## config.mk

```make
export PLATFORM = sky130hd
export DESIGN_NAME = dhc_cell
export DESIGN_NICKNAME = d
export VERILOG_FILES = /design/src/rtl/dhc_pkg.sv /design/src/rtl/dhc_cell.sv
export SDC_FILE = /design/constraint.sdc
export NUM_CORES = 1
export LEC_CHECK = 0
export BUFFER_PORTS_ARGS = -buffer_cell sky130_fd_sc_hd__buf_2
export CAP_MARGIN = 20
export CORE_ASPECT_RATIO = 1.2
export CORE_MARGIN = 2
export CORE_UTILIZATION = 55
export DETAILED_ROUTE_END_ITERATION = 12
export PLACE_DENSITY = 0.79
export SETUP_SLACK_MARGIN = 0.4
export SYNTH_ARGS = -nofsm -noshare
export SYNTH_HDL_FRONTEND = slang
export SYNTH_SLANG_ARGS = --single-unit
```

## constraint.sdc

```tcl
create_clock -name aclk -period 8.3 [get_ports aclk]
set_input_delay 1.66 -clock aclk [delete_from_list [all_inputs] [get_ports aclk]]
set_output_delay 1.66 -clock aclk [all_outputs]
set_load 0.02 [all_outputs]
```

## src/rtl/dhc_pkg.sv

```systemverilog
package dhc_pkg;

    // Default store depth: centres kept per track
    localparam int TRACK_DEPTH_DEF = 256;

    // Field widths
    localparam int BOX_W    = 12;
    localparam int CTR_W    = 14;   // doubled (half-pixel) centre
    localparam int HOT_W    = 13;
    localparam int RADIUS_W = 8;
    localparam int COUNT_W  = 9;

    localparam logic [COUNT_W-1:0]  COUNT_MAX     = {COUNT_W{1'b1}};
    localparam logic [RADIUS_W-1:0] RADIUS_RST    = RADIUS_W'(50);
    localparam logic [COUNT_W-1:0]  MIN_COUNT_RST = COUNT_W'(125);   // 25 fps times 5 s

    // APB register map
    localparam int PADDR_W = 3;
    localparam int PDATA_W = 32;
    localparam logic [PADDR_W-1:0] ADDR_RADIUS    = 3'd0;
    localparam logic [PADDR_W-1:0] ADDR_MIN_COUNT = 3'd4;

    // Query travelling down the cell chain
    typedef struct packed {
        logic [CTR_W-1:0]   cx2;
        logic [CTR_W-1:0]   cy2;
        logic [COUNT_W-1:0] count;
        logic               overflow;
    } probe_t;

endpackage

```

## src/rtl/dhc_cell.sv

```systemverilog
module dhc_cell #(
    parameter int FILL_W     = 9,
    parameter int CELL_INDEX = 0
) (
    input  logic                            aclk,
    input  logic                            aresetn,
    input  logic                            advance,
    input  logic                            wr_en,
    input  logic [dhc_pkg::CTR_W-1:0]       wr_cx2,
    input  logic [dhc_pkg::CTR_W-1:0]       wr_cy2,
    input  logic [dhc_pkg::RADIUS_W:0]      lim,
    input  logic                            valid_in,
    input  dhc_pkg::probe_t                 probe_in,
    input  logic [FILL_W-1:0]               fill_in,
    output logic                            valid_out,
    output dhc_pkg::probe_t                 probe_out,
    output logic [FILL_W-1:0]               fill_out
);

    logic [dhc_pkg::CTR_W-1:0] sx_reg;
    logic [dhc_pkg::CTR_W-1:0] sy_reg;
    logic                      valid_reg;
    dhc_pkg::probe_t           probe_reg;
    dhc_pkg::probe_t           probe_next;
    logic [FILL_W-1:0]         fill_reg;
    logic [dhc_pkg::CTR_W-1:0] dx;
    logic [dhc_pkg::CTR_W-1:0] dy;
    logic                      live;
    logic                      hit;

    // Entry is live only if it lies below the fill level seen by this query
    assign live = FILL_W'(CELL_INDEX) < fill_in;
    assign dx   = (probe_in.cx2 >= sx_reg) ? probe_in.cx2 - sx_reg : sx_reg - probe_in.cx2;
    assign dy   = (probe_in.cy2 >= sy_reg) ? probe_in.cy2 - sy_reg : sy_reg - probe_in.cy2;
    assign hit  = live
                  && (dx < dhc_pkg::CTR_W'(lim))
                  && (dy < dhc_pkg::CTR_W'(lim));

    always_comb begin
        probe_next = probe_in;
        if (hit && (probe_in.count != dhc_pkg::COUNT_MAX)) begin
            probe_next.count = probe_in.count + 1'b1;
        end
    end

    always_ff @(posedge aclk) begin
        if (wr_en) begin
            sx_reg <= wr_cx2;
            sy_reg <= wr_cy2;
        end
        if (advance) begin
            probe_reg <= probe_next;
            fill_reg  <= fill_in;
        end
    end

    always_ff @(posedge aclk) begin
        if (!aresetn) begin
            valid_reg <= 1'b0;
        end else if (advance) begin
            valid_reg <= valid_in;
        end
    end

    assign valid_out = valid_reg;
    assign probe_out = probe_reg;
    assign fill_out  = fill_reg;

endmodule

```

==> results.json, run 1 <==
{
  "synth_edf_count": 75,
  "ys_async_sr_fraction_pct": 0,
  "clock-sinks": 76,
  "synthCells": 614,
  "grt_pass1_wl_mm": 24.2,
  "fin_skew_ns": 0.00395,
  "clkTransAtPathRegs_ns": 0.06,
  "grt_max_degree": 49,
  "min_period_ns": 7.24,
  "rsz0062_at_grt": "no",
  "largest_reg_flops": 38,
  "start_util_pct": 56.6,
  "synth_flop_cell": "edfxtp_1",
  "synthXorXnorAreaFrac_pct": 3.24,
  "firstDrtPassIters": 6,
  "multi_input_area_um2": 3250,
  "cts_tree": "built",
  "grt_pass1_vias": 5139,
  "top_usage_layer": "met2",
  "syn-cell-area_um2": 5950,
  "drt_iter0_drc": 227,
  "syn_nets": 779,
  "layout.area.seq_um2": 2270,
  "cts_setup_buffers": 0,
  "synth_compound_area_share_pct": 17.7,
  "status": "completed",
  "grtUsageMet1_pct": 28.4,
  "dpl.hpwl_mm": 11.5,
  "cap_viol_max_count": 0,
  "layout.nets": 905,
  "worst_slew_pin_slew_ns": 0.867,
  "slew_viol_final": 0,
  "gr-usage-met3_pct": 4.33,
  "synthSimpleGateAreaFrac_pct": 13.2,
  "clock_path_buffers": 2,
  "synthMuxAreaShare_pct": 3.85,
  "antennaDiodeCount": 0,
  "die-area_um2": 11700,
  "slew_headroom_pct": 42.2,
  "core_um2": 10500,
  "syn_to_final_growth_pct": 18.2,
  "power_density_nw_per_um2": 195,
  "ys_warn_count": 0,
  "hp-class": "reg2reg",
  "wl_per_cell_um": 17.0,
  "ys_ff_latch": 76,
  "clockRootBuffer": "clkbuf_16",
  "layout-drive-gt1-share_pct": 22.4,
  "globalRouteOverflowTotal": 0,
  "dpl.cell_count": 857,
  "finalHoldViolations": 0,
  "vias": 5120,
  "numPortBuffers": 136,
  "setup.worst_path.end_class": "register",
  "avgSynthCellArea_um2": 9.69,
  "rows": 41,
  "leakage_nw": 3.27,
  "fmax_mhz": 138,
  "drcViolationCount": 0,
  "h-tree-depth": 3,
  "synth.distinct_cells": 66,
  "setup_violations": 0,
  "critPathMaxFanout": 17,
  "grt_use_met2_pct": 47.5,
  "fill_cells": 846,
  "finalSetupTns_ns": 0,
  "io_pins": 137,
  "synth_top_family_by_area": "compound AO/OA/AOI/OAI gates",
  "critPathArrivalTime_ns": 7.32,
  "seq_area_frac_synth_pct": 38.2,
  "die_w_um": 99.0,
  "fp.dieH_um": 118,
  "routed_via_density": 5.86,
  "critPathLaunchType": "input port",
  "worstPathRequired_ns": 8.38,
  "stdcell_count": 874,
  "fin_crit_sh_pct": 87.2,
  "place.gp.congestion": 0.946,
  "path_class": "in2reg",
  "cts_buffers": 9,
  "antenna_left": 0,
  "antenna_found_initial": 0,
  "cts-resized-gates": 0,
  "hold_buffers": 0,
  "wl_mm": 14.9,
  "ir_drop_mv": 0.102,
  "synthAdderAreaFrac_pct": 16.5,
  "grt_usage_pct": 25.8,
  "worst_skew_pair.late_latency_ns": 0.34
}
-- power by group --
| group | switching (W) | internal [W] | leakage, nW | total, W |
|---|---|---|---|---|
| logic | 0.000275 | 0.000176 | 2.36 | 0.000451 |
| registers | 0.0000101 | 0.000455 | 0.742 | 0.000466 |
| clock network | 0.000157 | 0.000294 | 0.167 | 0.000451 |
| total | 0.000442 | 0.000926 | 3.27 | 0.00137 |
-- critical path, stage by stage --
cell and delay [ns]:
buf_2 0.11, inv_1 0.05, ha_1 0.19, inv_1 0.07, fa_1 0.41, a211oi_2 0.23
o31ai_1 0.13, o21ai_1 0.18, and3_1 0.67, mux2_1 0.41, a31oi_1 0.20, o22ai_1 0.16
a2111oi_0 0.37, and4b_1 0.24, ha_1 0.29, a21oi_1 0.14, o211a_1 0.14, o211ai_1 0.10
nor2_1 0.11, mux2i_1 0.08, or4_1 0.69, nor4_4 0.30, mux2_1 0.37
-- routing by layer --
layer  up-vias  share of wire (%)
li1       2488                  -
met1      2399                 39
met2       184                 52
met3        49                4.7
met4         0                4.3
met5         -                  0
-- cell type report --
class                      instances  share of cell area [%]
inverter                          81                    4.32
timing repair buffer             138                    10.1
clock buffer                      10                    3.26
clock inverter                     6                    1.60
sequential                        76                    32.3
multi-input combinational        434                    46.2
tap                              129                    2.29
-- cells in the mapped netlist, types with 4 or more instances --
library cell  instances  area, um2
a21oi_1              53        265
xor2_1               10       87.6
a211oi_1              5       37.5
o21bai_1              5       37.5
mux2_2                4       45.0
nand4_1               9       56.3
xnor2_1              12        105
nand2_1              35        131
nor2b_1               6       37.5
clkbuf_1              7       26.3
nand3_1              23        115
nand2b_1              4       25.0
inv_1                81        304
mux2i_1              15        150
a21o_1               12       90.1
nor2_1               38        143
edfxtp_1             75       2250
ha_1                 72        901
fa_1                  4       80.1
nor4_1                9       56.3
nor3_1                9       45.0
buf_2                 8       40.0
a31oi_1               7       43.8
o211ai_1              5       37.5
o2111ai_1             5       43.8
o21ai_1               8       40.0
o21ai_0              22        110
or3_1                 6       37.5
-- layout by cell type (no fill, tap or decap), types with 4 or more instances in the layout --
cell | synthesis | layout
a211oi_1 | 5 | 5
a21o_1 | 12 | 12
a21oi_1 | 53 | 53
a31oi_1 | 7 | 7
buf_2 | 8 | 136
clkbuf_16 | 0 | 9
edfxtp_1 | 75 | 75
fa_1 | 4 | 4
ha_1 | 72 | 72
inv_1 | 81 | 81
mux2_2 | 4 | 4
mux2i_1 | 15 | 15
nand2_1 | 35 | 35
nand2b_1 | 4 | 4
nand3_1 | 23 | 23
nand4_1 | 9 | 9
nor2_1 | 38 | 38
nor2b_1 | 6 | 6
nor3_1 | 9 | 9
nor4_1 | 9 | 9
o2111ai_1 | 5 | 5
o211ai_1 | 5 | 5
o21ai_0 | 22 | 22
o21ai_1 | 8 | 8
o21bai_1 | 5 | 5
or3_1 | 6 | 6
xnor2_1 | 12 | 12
xor2_1 | 10 | 10
-- final timing paths --
| kind | start | endpoint | slack, ns | depth (start not counted) |
|---|---|---|---|---|
| worst max-delay path | probe_in[10] | probe_out[2]$_DFFE_PP_ | 1.06 | 23 |
| worst min-delay path | valid_out$_SDFFE_PN0P_ | valid_out$_SDFFE_PN0P_ | 0.52 | 2 |
| worst min register to register | valid_out$_SDFFE_PN0P_ | valid_out$_SDFFE_PN0P_ | 0.52 | 2 |
| worst max register to register | sy_reg[0]$_DFFE_PP_ | probe_out[2]$_DFFE_PP_ | 2.18 | 21 |
-- through the flow --
stage               hold WS (ns)  area (um2)  setup slack (ns)  utilization, %  power [W]
floorplan                  0.589        5950              1.88               -   0.000789
global placement           0.494        6670              1.04            63.5   0.000904
detailed placement         0.511        6670             0.818            63.5   0.000915
CTS                        0.528        7010              1.12            66.7    0.00137
global route               0.560        7030             0.702            66.9    0.00144
finish                     0.518        7030              1.06            66.9    0.00137
-- kinds of logic (layout without fill, tap and decap cells) --
kind of cell,Yosys count,in the layout
DFF,76,76
muxes,22,22
buffers and inverters,104,235
xor gates and xnor gates,22,22
and+or+nand+nor,155,155
adders and majority gates,76,76
AOI/OAI and AO/OA,159,159
Note: power is estimated with default switching activity, not from simulation.
==> run 2: changes to the inputs <==
ABC_AREA = 1   (was not set)
CORE_UTILIZATION = 56   (was 55)
PLACE_DENSITY = 0.8   (was 0.79)
REMOVE_ABC_BUFFERS = 1   (was not set)
==> results.json, run 2 <==
{
  "cts_setup_buffers": 0,
  "dp_slack_ns": 2.41,
  "synthCells": 846,
  "grt_max_degree": 50,
  "place.gp.congestion": 0.931,
  "min_path_cells": 2,
  "synth_top_area_share_pct": 35.5,
  "cap_viol_max_count": 0,
  "cts-resized-gates": 0,
  "finalSetupTns_ns": 0,
  "worst_slack_ns": 2.75,
  "synth_most_common_cell": "nand2_1",
  "critPathArrivalTime_ns": 5.65,
  "slew_headroom_pct": 50.5,
  "holdPathEnd": "valid_out$_SDFFE_PN0P_",
  "reg2regPathDepth": 21,
  "synthXorXnorAreaFrac_pct": 2.21,
  "synth_compound_area_share_pct": 6.15,
  "ys_warn_count": 0,
  "io_pins": 137,
  "ys_async_sr_fraction_pct": 0,
  "synth.distinct_cells": 41,
  "avgSynthCellArea_um2": 7.51,
  "routed_via_density": 5.08,
  "rsz0062_at_grt": "no",
  "wl_mm": 15.6,
  "grt_usage_pct": 26.4,
  "min_period_ns": 5.55,
  "fmax_mhz": 180,
  "stdcell_count": 1124,
  "synth_top_family_by_area": "simple AND/OR/NAND/NOR gates",
  "clockRootBuffer": "clkbuf_16",
  "fin_skew_ns": 0.00912,
  "leakage_nw": 4.09,
  "path_class": "in2reg",
  "wl_per_cell_um": 13.8,
  "cts_buffers": 9,
  "hp-start": "valid_out$_SDFFE_PN0P_",
  "start_util_pct": 57.6,
  "worst_skew_pair.late_latency_ns": 0.35,
  "synth_top_cells_by_count": "nand2_1, inv_1, edfxtp_1",
  "mostFrequentLayoutCells": "nand2_1, inv_1, buf_2",
  "vias": 5705,
  "synthAdderAreaFrac_pct": 15.4,
  "slew_viol_final": 0,
  "dpl.cell_count": 1107,
  "firstDrtPassIters": 5,
  "fin_crit_sh_pct": 66.9,
  "antenna_found_initial": 0,
  "ir_drop_mv": 0.114,
  "synthTopCellsByArea": "edfxtp_1, nand2_1, ha_1",
  "synth_edf_count": 75,
  "critPathMaxFanout": 16,
  "setup.worst_path.end_class": "register",
  "layout-drive-gt1-share_pct": 18.3,
  "die-area_um2": 12200,
  "critPathLaunchType": "input port",
  "worst_slew_pin_slew_ns": 0.742,
  "antennaDiodeCount": 0,
  "globalRouteOverflowTotal": 0,
  "h-tree-depth": 3,
  "timing.rr.start": "sx_reg[9]$_DFFE_PP_",
  "syn_to_final_growth_pct": 17.5,
  "seq_area_frac_synth_pct": 35.8,
  "layout.nets": 1152,
  "grt_pass1_vias": 5698,
  "synth_flop_cell": "edfxtp_1",
  "hold_buffers": 0,
  "synth_top_area_cell": "edfxtp_1",
  "setup_violations": 0,
  "status": "completed",
  "finalHoldViolations": 0,
  "cts_tree": "built",
  "fp.dieH_um": 121,
  "reg2reg_slack_ns": 3.79,
  "power_density_nw_per_um2": 180,
  "layout_commonest_cell": "nand2_1",
  "drt_iter0_drc": 236,
  "rows": 42,
  "largest_reg_flops": 38,
  "grt_pass1_wl_mm": 25.1,
  "drcViolationCount": 0,
  "r2r_end": "probe_out[1]$_DFFE_PP_",
  "dpl.hpwl_mm": 12.5,
  "hp-class": "reg2reg",
  "syn-cell-area_um2": 6350,
  "antenna_left": 0,
  "clock-sinks": 76,
  "ys_ff_latch": 76,
  "synthSimpleGateAreaFrac_pct": 28.9,
  "synthMuxAreaShare_pct": 0.158,
  "worstPathRequired_ns": 8.40,
  "clkTransAtPathRegs_ns": 0.06,
  "hold_slack_ns": 0.539,
  "core_um2": 11000,
  "die_w_um": 101,
  "numPortBuffers": 136,
  "clock_path_buffers": 2
}
[run 2: cell types whose count changed after synthesis, sizes merged, moves of 8 or more]
| cell | before | now |
|---|---|---|
| nand3 | 23 | 53 |
| o21ai | 31 | 16 |
| nor2 | 38 | 72 |
| nand2 | 35 | 276 |
| inv | 81 | 177 |
| mux2i | 15 | 1 |
| a21o | 12 | 2 |
| clkbuf | 8 | 0 |
| buf | 15 | 7 |
| a21oi | 56 | 36 |
[run 2: final cells by class]
class	count	area, um2
Clock buffer	11	243
Clock inverter	5	60.1
Fill cell	984	3570
Inverter	178	669
Multi-Input combinational cell	585	3350
Sequential cell	76	2270
Tap cell	132	165
Timing Repair Buffer	137	701
[run 2: kinds of logic after synthesis]
group                      count (synthesis)
buffers and inverters                    185
adders and majority gates                 76
DFF                                       76
xor gates and xnor gates                  16
muxes                                      1
AOI/OAI and AO/OA                         69
and+or+nand+nor                          423
[run 2: worst max path at each step]
| stage | start | endpoint | slack, ns | cells after the start |
|---|---|---|---|---|
| final | probe_in[33] | probe_out[1]$_DFFE_PP_ | 2.75 | 23 |
| after global routing | probe_in[33] | probe_out[1]$_DFFE_PP_ | 2.38 | 23 |
| after CTS | probe_in[33] | probe_out[1]$_DFFE_PP_ | 2.75 | 23 |
| after detailed placement | probe_in[33] | probe_out[1]$_DFFE_PP_ | 2.41 | 23 |
| after global placement | probe_in[33] | probe_out[1]$_DFFE_PP_ | 2.48 | 23 |
| after floorplan | probe_in[33] | probe_out[1]$_DFFE_PP_ | 3.14 | 22 |
[run 2: critical path, cell delays in order]
cell and delay, ns:
buf_2 0.10, inv_1 0.04, ha_1 0.43, nand2_2 0.11, nor2_1 0.19, inv_1 0.07
nor2_1 0.09, nand2_1 0.10, nand3_2 0.28, inv_1 0.21, o31ai_1 0.42, o22ai_1 0.15
xnor2_1 0.19, inv_1 0.06, ha_1 0.17, or3_1 0.36, a31oi_1 0.15, nand2_1 0.07
nor2_1 0.12, nand3_2 0.11, nor2_4 0.26, nand2_1 0.16, xnor2_1 0.15
[run 2: power breakdown]
| part | switching [W] | total, W | internal [W] | leakage [nW] |
|---|---|---|---|---|
| combinational | 0.000310 | 0.000478 | 0.000167 | 3.20 |
| clock | 0.000157 | 0.000400 | 0.000243 | 0.147 |
| sequential | 0.0000103 | 0.000466 | 0.000455 | 0.742 |
| total | 0.000478 | 0.00134 | 0.000865 | 4.09 |
[run 2: metrics by stage]
step           area [um2]  util [%]  power (W)
2_1_floorplan        6300         -   0.000807
3_3_place_gp         7140      64.7   0.000941
3_5_place_dp         7140      64.7   0.000946
4_1_cts              7440      67.5    0.00135
5_1_grt              7460      67.6    0.00143
6_report             7460      67.6    0.00134
[run 2: metal layers]
layer | vias up | share of wire (%) | wire length (um) | GRT usage (%)
met5 | - | 0 | 0 | 0
met4 | 0 | 2.9 | 452 | 10.5
li1 | 2950 | - | - | -
met2 | 157 | 53 | 8290 | 49.1
met1 | 2568 | 40 | 6220 | 29.2
met3 | 30 | 3.9 | 604 | 4.45
==> run 3: changes to the inputs <==
CORE_UTILIZATION = 51   (was 56)
PLACE_DENSITY = 0.76   (was 0.8)
clock period = 5.1 ns   (was 8.3 ns; I/O delays follow)
==> results.json, run 3 (synthesis gave the netlist of run 2 again) <==
{
  "status": "completed",
  "slew_viol_final": 0,
  "fill_cells": 1142,
  "leakage_nw": 4.15,
  "layout.nets": 1170,
  "fin_skew_ns": 0.00917,
  "io_pins": 137,
  "hold_buffers": 0,
  "fmax_mhz": 226,
  "worst_skew_pair.late_latency_ns": 0.34,
  "numPortBuffers": 136,
  "final_util_pct": 63.1,
  "syn_to_final_growth_pct": 20.4,
  "mostFrequentLayoutCells": "nand2_1, inv_1, buf_2",
  "setup_violations": 0,
  "antenna_left": 0,
  "path_class": "in2reg",
  "grt_pass1_wl_mm": 25.8,
  "largest_reg_flops": 38,
  "antennaDiodeCount": 0,
  "power_density_nw_per_um2": 290,
  "drcViolationCount": 0,
  "grt_pass1_vias": 5803,
  "critPathMaxFanout": 11,
  "die-area_um2": 13400,
  "cts_buffers": 9,
  "worst_slew_pin_slew_ns": 0.754,
  "h-tree-depth": 3,
  "routed_via_density": 4.97,
  "fin_crit_sh_pct": 86.7,
  "rsz0062_at_grt": "no",
  "grt_usage_pct": 24.3,
  "grt_max_degree": 34,
  "slew_headroom_pct": 49.8,
  "wl_per_cell_um": 13.7,
  "cap_viol_max_count": 0,
  "clock-sinks": 76,
  "die_w_um": 106,
  "critPathLaunchType": "input port",
  "layout_commonest_cell": "nand2_1",
  "clkTransAtPathRegs_ns": 0.06,
  "core_um2": 12100,
  "layout-drive-gt1-share_pct": 20.9,
  "start_util_pct": 52.4,
  "worstPathRequired_ns": 5.20,
  "min_period_ns": 4.42,
  "firstDrtPassIters": 5,
  "hp-class": "reg2reg",
  "place_area_um2": 7250,
  "rows": 44,
  "dpl.hpwl_mm": 12.9,
  "place.gp.congestion": 0.950,
  "ir_drop_mv": 0.182,
  "final_cell_area_um2": 7650,
  "setup.worst_path.end_class": "register",
  "clock_path_buffers": 2,
  "cts_tree": "built",
  "finalHoldViolations": 0,
  "critPathArrivalTime_ns": 4.53,
  "antenna_found_initial": 0,
  "finalSetupTns_ns": 0,
  "globalRouteOverflowTotal": 0,
  "fp.dieH_um": 126,
  "drt_iter0_drc": 240,
  "wl_mm": 16.0,
  "clockRootBuffer": "clkbuf_16",
  "vias": 5819
}
## run 3: critical path: stages
cell and delay, ns:
buf_2 0.11, inv_1 0.05, ha_1 0.16, inv_1 0.08, fa_1 0.43, nand2_1 0.11, nand3_2 0.11, nand2_4 0.10
nand3_4 0.14, or2_2 0.31, o21ai_1 0.15, xor2_1 0.19, inv_1 0.06, ha_1 0.29, a21oi_1 0.16, o221ai_1 0.15
nand3_1 0.09, nand2_1 0.06, nand2_1 0.06, nand2_1 0.07, clkinvlp_4 0.16, clkbuf_4 0.21, nand4_1 0.12, nand2_1 0.09
inv_1 0.04
## run 3: final timing paths
kind | slack [ns] | startpoint | cells past startpoint | end
max reg2reg | 1.08 | sy_reg[8]$_DFFE_PP_ | 24 | probe_out[5]$_DFFE_PP_
min reg2reg | 0.55 | valid_out$_SDFFE_PN0P_ | 2 | valid_out$_SDFFE_PN0P_
max | 0.68 | probe_in[10] | 25 | probe_out[4]$_DFFE_PP_
min | 0.55 | valid_out$_SDFFE_PN0P_ | 2 | valid_out$_SDFFE_PN0P_
## run 3: metrics by stage
stage | hold WS (ns) | power (W) | setup WS, ns | instances
floorplan | 0.606 | 0.00131 | 0.584 | 839
global placement | 0.516 | 0.00155 | 0.208 | 1146
detailed placement | 0.540 | 0.00156 | 0.181 | 1146
CTS | 0.550 | 0.00220 | 0.538 | 1162
global route | 0.580 | 0.00238 | 0.402 | 1171
finish | 0.547 | 0.00222 | 0.677 | 1171
## run 3: where the power goes
group | switching, W | internal [W] | total [W]
clock network | 0.000289 | 0.000342 | 0.000631
registers | 0.0000163 | 0.000741 | 0.000757
logic | 0.000523 | 0.000307 | 0.000830
## run 3: final cells by class
type                       instances  area (um2)  area share, %
clock inverter                     7        65.1          0.851
clock buffer                       9         225           2.95
timing repair buffer             154         816           10.7
inverter                         178         676           8.84
tap                              161         201           2.63
sequential                        76        2270           29.7
multi-input combinational        586        3390           44.4
## run 3: per-layer routing
metal  global-route usage (%)  routed length, um  part of all wire (%)  vias to the layer above
li1                         -                  -                     -                     2985
met1                     26.6               6420                    40                     2649
met2                     45.8               8460                    53                      138
met3                     3.78                513                   3.2                       47
met4                     11.2                622                   3.9                        0
met5                        0                  0                     0                        -
## run 3: timing repair
action                                  CTS  global route
gates resized for setup                   0            13
setup buffers                             0             8
endpoints found under the setup margin    0             9
